--- config.mk ---
export PLATFORM = sky130hd
export DESIGN_NAME = wors_fold
export DESIGN_NICKNAME = d
export VERILOG_FILES = /design/src/rtl/wors_pkg.sv /design/src/rtl/wors_fold.sv
export SDC_FILE = /design/constraint.sdc
export NUM_CORES = 1
export LEC_CHECK = 0
export BUFFER_PORTS_ARGS = -buffer_cell sky130_fd_sc_hd__buf_2
export CAP_MARGIN = 30
export CORE_MARGIN = 2
export CORE_UTILIZATION = 53
export DETAILED_ROUTE_END_ITERATION = 10
export PLACE_DENSITY = 0.86
export SYNTH_ARGS = -nofsm -noshare
export SYNTH_HDL_FRONTEND = slang
export SYNTH_SLANG_ARGS = --single-unit
--- constraint.sdc ---
create_clock -name vclk -period 14.6
set_input_delay 2.92 -clock vclk [all_inputs]
set_output_delay 2.92 -clock vclk [all_outputs]
set_load 0.02 [all_outputs]
--- src/rtl/wors_pkg.sv ---
// Shared constants and types for the write-once row store checker.
package wors_pkg;

    localparam int ROWS       = 1024;
    localparam int COORDS     = 3;

    localparam int ROW_W      = 10;
    localparam int COORD_W    = 32;
    localparam int IN_COORDS  = 3;
    localparam int DISC_W     = 32;
    localparam int ADDR_W     = $clog2(ROWS);
    localparam int COUNT_W    = $clog2(ROWS + 1);

    localparam int IN_DATA_W  = ((ROW_W + IN_COORDS * COORD_W + 7) / 8) * 8;
    localparam int OUT_DATA_W = ((DISC_W + COUNT_W + 7) / 8) * 8;
    localparam int OUT_USER_W = 2;

    // tuser bit positions on the result side
    localparam int USER_FIRST = 0;
    localparam int USER_BAD   = 1;

    typedef logic [COORDS-1:0][COORD_W-1:0] point_t;

    typedef struct packed {
        logic              valid;
        logic [DISC_W-1:0] max_diff;
    } meta_t;

    localparam int META_W  = $bits(meta_t);
    localparam int POINT_W = $bits(point_t);

endpackage

--- src/rtl/wors_fold.sv ---
// Folds the largest absolute coordinate difference into a running maximum.
module wors_fold (
    input  wors_pkg::point_t                  stored,
    input  wors_pkg::point_t                  incoming,
    input  logic [wors_pkg::DISC_W-1:0]       old_max,
    output logic [wors_pkg::DISC_W-1:0]       new_max
);

    logic [wors_pkg::COORDS-1:0][wors_pkg::DISC_W-1:0] diff;

    // 33-bit signed difference; its magnitude always fits 32 bits
    always_comb
    begin
        logic signed [wors_pkg::COORD_W:0] d;
        for (int c = 0; c < wors_pkg::COORDS; c++)
        begin
            d = {stored[c][wors_pkg::COORD_W-1], stored[c]}
              - {incoming[c][wors_pkg::COORD_W-1], incoming[c]};
            diff[c] = d[wors_pkg::COORD_W] ? wors_pkg::DISC_W'(-d)
                                            : wors_pkg::DISC_W'(d);
        end
    end

    always_comb
    begin
        logic [wors_pkg::DISC_W-1:0] m;
        m = old_max;
        for (int c = 0; c < wors_pkg::COORDS; c++)
        begin
            if (diff[c] > m)
            begin
                m = diff[c];
            end
        end
        new_max = m;
    end

endmodule
==> key figures, run 1 <==
Worst setup path
  – Slowest cell on crit path: or4b_4
  – CP Launch Type: primary input
  – Max incr delay on CP: 0.64 ns
  – Most common cell on crit path: buf_4
  – CP required: 11.68 ns
  – WS Path Type: primary input to primary output
  – Critical Path AT: 12.62 ns
  – Critical path endpoint category: primary output
  – Setup crit end: new_max[26]
  – Critical Path Source: incoming[8]
  – CP Max Fanout: 8

Die
  – DIE AREA: 0.0248 mm2
  – Die W: 158 um
  – Ports: 256
  – Row count: 56
  – Initial Util: 53.6%
  – Die height: 158 um
  – Core box area: 0.0233 mm2

STA
  – Final Cycle Share: 106%
  – Final Hold Viols: 0
  – Hold Slack: 6.57 ns
  – Minimum clock period after layout: 15.54 ns
  – Setup TNS: -27.94 ns
  – Slew headroom: 36.0%
  – Slew @ Worst Pin: 0.958 ns
  – RSZ-0062 raised after global routing: true
  – Slew Viols, Final: 0
  – Final number of setup-violating endpoints: 32
  – Setup WS post-layout: -0.943 ns
  – Peak Freq: 0.0643 GHz

Clock tree
  – Hold Buf Count CTS: 0

Status
  – Status: complete, but fails checks
  – Failing checks: negative setup slack

Detailed routing
  – DR iter-0 viols: 1,475
  – DRC: 0
  – Drt pass-1 iters: 7
  – Via density: 6.26
  – Drt wl/cell: 19.3 um
  – Routed wire length: 53,000 um
  – Final antenna-violating net count: 0
  – Vias: 17,100

Synth
  – Synth top cells by count: 231 x inv_1, 194 x ha_1, 145 x nand2_1
  – Top post-synthesis cells by area: ha_1 19%, inv_1 6.9%, xnor2_1 6.2%, a21oi_1 5.8%, mux2i_1 5.2%
  – Yosys cell types: 88
  – Post-synthesis area per instance: 6.76 um2
  – Share of the synthesized area in the top cell type: 19.4%
  – Post-Syn Area: 0.0125 mm2
  – Sequential share of the synthesized area: 0%
  – Synth area leader: ha_1
  – Warnings, synthesis: 0
  – Synth Instances: 1,851
  – Most frequent cell after synthesis: inv_1
  – Syn_nets: 2,272

Cells and area
  – Finished Cell Area: 0.0185 mm2
  – Layout cells sized above 1: 34.7%
  – Area grow syn2layout: 48.2%
  – Layout clock buffers: 0
  – Nets: 2,841
  – Fill cells: 1,562
  – Register Area: 0 um2
  – Area of the multi-input gates: 0.0127 mm2
  – Seq cells: 0

Placement
  – Number of port buffers: 256
  – Post-detail-place hpwl: 38,900 um
  – GPL Wtd Cong: 0.992
  – Placement Cell Area: 0.0170 mm2

Job
  – Max_cap viols: 0

Min path
  – Min-delay worst type: primary input to primary output
  – Hold Path Stages: 5

Global route
  – Number of global-route vias before repair: 16,300
  – First-pass GRT wire length: 77,800 um
  – Antenna violations before repair: 3
  – Largest net degree at the start of global routing: 22
  – Gr usage total: 37.9%
  – Gr ovfl total: 0

Power and ir drop
  – Leakage: 9.01 nW
  – PD cells: 177 mW/mm2
  – Maximum vdd drop: 156 uV
==> how the worst min path moves through the flow <==
stage,startpoint,endpoint
2_1_floorplan,old_max[26],new_max[26]
3_3_place_gp,incoming[64],new_max[0]
3_5_place_dp,incoming[64],new_max[0]
4_1_cts,incoming[64],new_max[0]
5_1_grt,incoming[64],new_max[0]
6_report,incoming[64],new_max[0]
==> where the power goes <==
part | switching, W | internal (W)
registers | 0 | 0
clock network | 0 | 0.0000000000276
logic | 0.00161 | 0.00168
==> worst max-delay path, delay by kind of cell <==
kind                       cells  cell delay, ns
muxes                          1            0.40
and+or+nand+nor               14            2.75
AOI/OAI and AO/OA             18            3.68
buffers and inverters         14            1.68
adders and majority gates      4            0.99
xor gates and xnor gates       1            0.18
==> layout make-up <==
| class | count | area share (%) |
|---|---|---|
| diodes | 3 | 0.0405 |
| multi-input cells | 1554 | 68.4 |
| inverters | 232 | 4.88 |
| well taps | 319 | 2.15 |
| repair buffers | 632 | 24.5 |
==> metal layers <==
layer | GRT usage, % | vias up | wire, um
li1 | - | 7904 | -
met1 | 43.7 | 7859 | 19900
met2 | 68.3 | 1032 | 24800
met3 | 4.60 | 343 | 4180
met4 | 19.6 | 2 | 4100
met5 | 0 | - | 13
==> cells in the final DEF (no fill, tap or decap), types with 44 or more instances in the layout <==
cell type / Yosys / layout
inv_1: 231 / 219
nor2_1: 104 / 98
nand4_1: 44 / 44
o21ai_0: 115 / 98
o21a_1: 46 / 45
a21o_1: 45 / 45
buf_2: 9 / 214
ha_1: 194 / 171
xnor2_1: 88 / 84
nand2_1: 145 / 139
buf_6: 3 / 52
xor2_1: 48 / 46
a21oi_1: 144 / 130
buf_4: 2 / 354
==> timing repair <==
item,in CTS,in global routing
hold endpoints to repair,0,0
gates cloned,2,0
pin swaps,75,32
resized for setup,185,70
setup endpoints to repair,32,32
setup buffers,29,16
==> per-stage QoR <==
step	utilization (%)	std cells	worst slack [ns]	power, W
CTS	77.9	2723	-0.244	0.00306
detailed placement	73.0	2693	-1.48	0.00260
floorplan	-	1851	-0.119	0.00168
global placement	73.0	2693	-1.02	0.00253
global route	79.4	2737	-1.27	0.00348
finish	79.5	2740	-0.943	0.00329
==> logic make-up (layout without fill, tap and decap cells) <==
family	after synthesis	in the layout	synth area share, %
AOI/OAI and AO/OA	589	589	31.8
xor gates and xnor gates	136	136	9.52
adders and majority gates	197	197	19.9
buffers and inverters	297	864	9.24
muxes	81	81	6.85
other	0	3	0
and+or+nand+nor	551	551	22.7
Note: power is estimated with default switching activity, not from simulation.
==> run 2, diff against run 1 <==
- ABC_AREA: default -> 1
- CORE_UTILIZATION: 53 -> 54
==> run 2 against run 1 <==
Against the previous run:
- largest power group unchanged
- sequential share of layout area unchanged
- via count increased by 1.4%
- maximum frequency increased by 11%
- non-clock buffer count decreased by 359
- synthesized cell count increased by 38%
- cell count increased by 14%
- flip-flop and latch count unchanged
- setup slack improved by 1.5 ns
- wire length decreased by 6.3%
- power decreased by 36%
- highest routed layer unchanged
- final area decreased by 18%
- the run now ends clean
- clock-buffer cell count unchanged
==> key figures, run 2 <==
Synth
  – Warnings, synthesis: 0 (unchanged)
  – Share of the synthesized area in the top cell type: 22.2% (+2.8 points)
  – Post-synthesis area per instance: 5.23 um2 (-23%)
  – Post-Syn Area: 0.0133 mm2 (+6.7%)
  – Syn_nets: 2,973 (+31%)
  – Synth Instances: 2,552 (+38%)
  – Most frequent cell after synthesis: nand2_1
  – Top post-synthesis cells by area: nand2_1 22%, ha_1 18%, inv_1 13%, nor2_1 8.2%, nand3_1 7.0%
  – Yosys cell types: 55 (-38%)
  – Synth area leader: nand2_1
  – Sequential share of the synthesized area: 0% (unchanged)
  – Synth top cells by count: 788 x nand2_1, 469 x inv_1, 293 x nor2_1

Cells and area
  – Area grow syn2layout: 13.8%
  – Layout clock buffers: 0 (unchanged)
  – Non-filler cells, final: 3,121 (+14%)
  – Nets: 3,218 (+13%)
  – Register Area: 0 um2 (unchanged)
  – Layout cells sized above 1: 12.8% (-22 points)
  – Commonest cells after routing, fill and taps aside: 787 x nand2_1, 468 x inv_1, 283 x nor2_1
  – Seq cells: 0 (unchanged)
  – Finished Cell Area: 0.0152 mm2 (-18%)
  – Final Util: 62.5% (-17 points)
  – Most common cell after layout, fill and taps aside: nand2_1

Power and ir drop
  – Leakage: 8.99 nW (-0.21%)
  – PD cells: 139 mW/mm2 (-22%)
  – Maximum vdd drop: 152 uV (-2.5%)

Placement
  – GPL Wtd Cong: 1.08 (+9.0%)
  – Post-detail-place hpwl: 43,700 um (+12%)
  – Pre-CTS setup slack: 0.0802 ns (+1.56 ns)
  – Cells after DPL: 3,114 (+16%)
  – Placement Cell Area: 0.0150 mm2 (-12%)
  – Number of port buffers: 256 (unchanged)

Detailed routing
  – Final antenna-violating net count: 0 (unchanged)
  – Drt pass-1 iters: 6 (-1)
  – Vias: 17,400 (+1.4%)
  – Routed wire length: 49,600 um (-6.3%)
  – DRC: 0 (unchanged)
  – Drt wl/cell: 15.9 um (-18%)
  – Via density: 5.57 (-11%)
  – DR iter-0 viols: 1,556 (+5.5%)

Status
  – Status: finished, final reports clean

Die
  – Ports: 256 (unchanged)
  – Initial Util: 54.9% (+1.3 points)
  – DIE AREA: 0.0260 mm2 (+4.6%)
  – Die height: 161 um (+2.3%)
  – Row count: 57 (+1.8%)
  – Die W: 161 um (+2.3%)
  – Core box area: 0.0243 mm2 (+4.2%)

STA
  – Minimum clock period after layout: 14.05 ns (-1.49 ns)
  – Peak Freq: 0.0712 GHz (+11%)
  – Slew Viols, Final: 0 (unchanged)
  – Final Cycle Share: 96.2% (-10 points)
  – Setup WS post-layout: 0.552 ns (+1.49 ns)
  – Final number of setup-violating endpoints: 0 (-100%)
  – Final Hold Viols: 0 (unchanged)
  – Slew @ Worst Pin: 0.963 ns (+0.00480 ns)
  – Setup TNS: 0 ns (+27.94 ns)
  – Slew headroom: 35.2% (-0.75 points)

Worst setup path
  – Worst Path Buf+Inv: 13 (-1)
  – Critical Path AT: 11.13 ns (-1.49 ns)
  – Most common cell on crit path: nand2_1
  – Slowest cell on crit path: fa_1
  – CP Max Fanout: 20 (+12)
  – CP Launch Type: primary input
  – CP required: 11.68 ns (about the same)
  – CP top delay family: simple AND/OR/NAND/NOR gates
  – WS Path Type: primary input to primary output
  – Max incr delay on CP: 0.42 ns (-0.22 ns)
  – Critical path endpoint category: primary output

Global route
  – Number of global-route vias before repair: 16,100 (-1.5%)
  – Gr usage total: 36.6% (-1.2 points)
  – First-pass GRT wire length: 78,200 um (+0.57%)
  – Antenna violations before repair: 5 (+2)
  – Gr ovfl total: 0 (unchanged)
  – Largest net degree at the start of global routing: 38 (+73%)

Clock tree
  – Hold Buf Count CTS: 0 (unchanged)

Min path
  – Min-delay worst type: primary input to primary output
  – Start point of the worst hold path: old_max[27]
  – Min-Delay Endpoint: new_max[27]
  – Hold Path Stages: 6 (+1)

Job
  – Max_cap viols: 0 (unchanged)
## run 2: cell types whose count changed after synthesis, sizes merged, moves of 23 or more
cell / previous run / this run
nand3: 40 / 189
nand2b: 30 / 0
clkbuf: 51 / 14
a211oi: 32 / 9
nor2: 104 / 302
inv: 232 / 470
o21a: 46 / 5
nand2: 145 / 799
nor2b: 26 / 0
xor2: 48 / 103
o21ai: 122 / 88
a21o: 45 / 11
mux2i: 66 / 0
xnor2: 88 / 27
## run 2: cells by family after synthesis
kind of cell	synth area share, %
and+or+nand+nor	44.0
buffers and inverters	14.4
AOI/OAI and AO/OA	14.1
adders and majority gates	18.6
xor gates and xnor gates	8.81
## run 2: stage by stage
| step | hold slack (ns) | total power (W) |
|---|---|---|
| 5_1_grt | 6.45 | 0.00233 |
| 6_report | 6.40 | 0.00211 |
| 3_3_place_gp | 6.40 | 0.00197 |
| 2_1_floorplan | 6.17 | 0.00144 |
| 4_1_cts | 6.40 | 0.00202 |
| 3_5_place_dp | 6.40 | 0.00201 |
## run 2: worst max-delay path by stage
stage / from / end / slack, ns / cells after the start
2_1_floorplan: stored[0] / new_max[29] / 1.78 / 59
3_3_place_gp: stored[0] / new_max[18] / 0.30 / 56
3_5_place_dp: stored[0] / new_max[18] / 0.08 / 57
4_1_cts: stored[0] / new_max[18] / 0.04 / 57
5_1_grt: stored[0] / new_max[3] / -0.02 / 62
6_report: stored[0] / new_max[18] / 0.55 / 59
## run 2: timing repair
item	in CTS	in global routing
endpoints found under the setup margin	0	32
gates resized for setup	0	38
buffers inserted	0	4
hold endpoints to repair	0	0
## run 2: report_power, final
part	switching (W)	leakage (nW)	internal [W]
logic	0.00141	8.99	0.000697
clock network	0	0.0000127	0.0000000000183
registers	0	0	0
## run 2: area by class of cell
class,instances,area (um2)
repair buffers,273,1430
inverters,470,1760
well taps,324,405
multi-input cells,2052,11600
fillers,2475,9130
diodes,2,5.00
## run 2: per-layer routing
| metal | global-route usage [%] | routed length [um] | part of all wire [%] |
|---|---|---|---|
| met1 | 47.0 | 20900 | 42 |
| met5 | 0 | 41 | 0.083 |
| met3 | 2.67 | 3740 | 7.5 |
| met4 | 14.7 | 2340 | 4.7 |
| met2 | 63.8 | 22700 | 46 |
==> run 3, diff against run 2 <==
- ABC_CLOCK_PERIOD_IN_PS: default -> 14600
- BUFFER_PORTS_ARGS: -buffer_cell sky130_fd_sc_hd__buf_2 -> default
- CORE_UTILIZATION: 54 -> 60
- DONT_BUFFER_PORTS: default -> 1
- PLACE_DENSITY: 0.86 -> 0.84
==> run 3 against run 2 <==
Against the previous run:
- final area fell by 8.5%
- power fell by 4.3%
- setup slack improved by 0.11 ns
- worst hold slack got worse by 0.16 ns
- critical path depth fell by 2
- cell count fell by 9.7%
- non-clock buffer count fell by 258
- via count fell by 6.3%
- wire length fell by 8.0%
- largest cell class unchanged
- highest routed layer is now met4
==> key figures, run 3 (synthesis results as in run 2) <==
Status
  – Status: finished, final reports clean

Global route
  – Most used routing layer: met2
  – Antenna violations before repair: 0 (-5)
  – GRT met1 Usage: 44.1% (-2.8 points)
  – Gr usage total: 36.7% (+0.089 points)
  – Largest net degree at the start of global routing: 38 (unchanged)
  – Number of global-route vias before repair: 15,200 (-5.7%)
  – GR Layer Usage met3: 3.49% (+0.82 points)
  – Met2 global-route usage: 64.3% (+0.51 points)
  – Gr ovfl total: 0 (unchanged)
  – First-pass GRT wire length: 71,600 um (-8.5%)

Worst setup path
  – Critical Path Source: stored[0]
  – CP top delay family: simple AND/OR/NAND/NOR gates
  – Critical path endpoint category: primary output
  – CP Max Fanout: 32 (+60%)
  – WS Path Type: primary input to primary output
  – Critical Path AT: 11.01 ns (-0.12 ns)
  – Critical path depth: 57 (-3.4%)
  – Slowest cell on crit path: fa_1
  – CP required: 11.68 ns (about the same)
  – Worst Path Buf+Inv: 8 (-5)
  – Max incr delay on CP: 0.39 ns (-0.03 ns)
  – CP Launch Type: primary input
  – Most common cell on crit path: nand2_1

Power and ir drop
  – Leakage: 7.97 nW (-11%)
  – Maximum vdd drop: 85.5 uV (-44%)
  – PD cells: 145 mW/mm2 (+4.6%)

Detailed routing
  – Vias: 16,300 (-6.3%)
  – DRC: 0 (unchanged)
  – Final antenna-violating net count: 0 (unchanged)
  – DR iter-0 viols: 1,440 (-7.5%)
  – Via density: 5.78 (+3.8%)
  – Drt wl/cell: 16.2 um (+1.9%)
  – Drt pass-1 iters: 6 (unchanged)
  – Routed wire length: 45,700 um (-8.0%)

Placement
  – GPL Wtd Cong: 1.05 (-2.8%)
  – Cells after DPL: 2,809 (-9.8%)
  – Number of port buffers: 0 (-100%)
  – Post-detail-place hpwl: 40,000 um (-8.4%)
  – Placement Cell Area: 0.0136 mm2 (-9.1%)
  – Pre-CTS setup slack: 0.192 ns (+0.112 ns)

Cells and area
  – Area of the multi-input gates: 0.0116 mm2 (+0.15%)
  – Register Area: 0 um2 (unchanged)
  – Seq cells: 0 (unchanged)
  – N_diodes: 0 (-2)
  – Fill cells: 2,263 (-8.6%)
  – Area grow syn2layout: 4.17%
  – Finished Cell Area: 0.0139 mm2 (-8.5%)
  – Nets: 2,961 (-8.0%)
  – Non-filler cells, final: 2,818 (-9.7%)
  – Most common cell after layout, fill and taps aside: nand2_1
  – Layout clock buffers: 0 (unchanged)
  – Commonest cells after routing, fill and taps aside: 768 x nand2_1, 467 x inv_1, 285 x nor2_1
  – Layout cells sized above 1: 4.65% (-8.2 points)

Die
  – Ports: 256 (unchanged)
  – Initial Util: 61.2% (+6.3 points)
  – Die W: 153 um (-5.0%)
  – Core box area: 0.0218 mm2 (-10%)
  – Row count: 54 (-5.3%)
  – Die height: 153 um (-5.0%)
  – DIE AREA: 0.0235 mm2 (-9.8%)

Min path
  – Min-delay worst type: primary input to primary output
  – Hold Path Stages: 4 (-2)
  – Start point of the worst hold path: old_max[22]
  – Min-Delay Endpoint: new_max[22]

STA
  – Slew headroom: 39.7% (+4.4 points)
  – Slew Viols, Final: 0 (unchanged)
  – Minimum clock period after layout: 13.93 ns (-0.114 ns)
  – Setup TNS: 0 ns (unchanged)
  – Hold Slack: 6.24 ns (-0.165 ns)
  – Setup WS post-layout: 0.666 ns (+0.114 ns)
  – Peak Freq: 0.0718 GHz (+0.81%)
  – Slew @ Worst Pin: 0.897 ns (-0.0658 ns)
  – Final number of setup-violating endpoints: 0 (unchanged)
  – Final Cycle Share: 95.4% (-0.78 points)
  – Final Hold Viols: 0 (unchanged)

Job
  – Max_cap viols: 0 (unchanged)

Clock tree
  – Hold Buf Count CTS: 0 (unchanged)
-- run 3: cell types whose count changed in the layout (fill, tap and decap cells not counted), moves of 4 or more --
cell and change:
buf_2 -256, clkinvlp_4 +4, nand2_1 -19, nand2_2 +20, o21ai_0 -4
-- run 3: metrics by stage --
| step | power [W] | utilization, % |
|---|---|---|
| detailed placement | 0.00185 | 62.4 |
| floorplan | 0.00144 | - |
| finish | 0.00202 | 63.7 |
| global placement | 0.00181 | 62.4 |
| CTS | 0.00186 | 62.4 |
| global route | 0.00222 | 63.7 |
-- run 3: worst max-delay path by stage --
stage                        endpoint  slack (ns)
after floorplan           new_max[29]        1.78
after global placement    new_max[16]        0.48
after detailed placement  new_max[11]        0.19
after CTS                  new_max[1]        0.16
after global routing       new_max[0]       -0.09
final                     new_max[21]        0.67
-- run 3: where the power goes --
part | leakage, nW | switching (W) | internal, W
combinational | 7.97 | 0.00141 | 0.000614
sequential | 0 | 0 | 0
clock | 0 | 0 | 0
total | 7.97 | 0.00141 | 0.000614
-- run 3: repair_timing --
| action | 4_1_cts | 5_1_grt |
|---|---|---|
| setup buffers | 0 | 7 |
| endpoints found under the setup margin | 0 | 32 |
| gates resized for setup | 0 | 61 |
-- run 3: final cells by class --
| type | instances | area share [%] |
|---|---|---|
| tap | 280 | 2.52 |
| inverter | 470 | 12.7 |
| multi-input combinational | 2051 | 83.5 |
| timing repair inverter | 2 | 0.108 |
| timing repair buffer | 15 | 1.16 |
-- run 3: per-layer routing --
layer / up-vias / share of wire [%]
li1: 8130 / -
met1: 7211 / 40
met2: 781 / 46
met3: 162 / 7.4
met4: 0 / 6.5
met5: - / 0
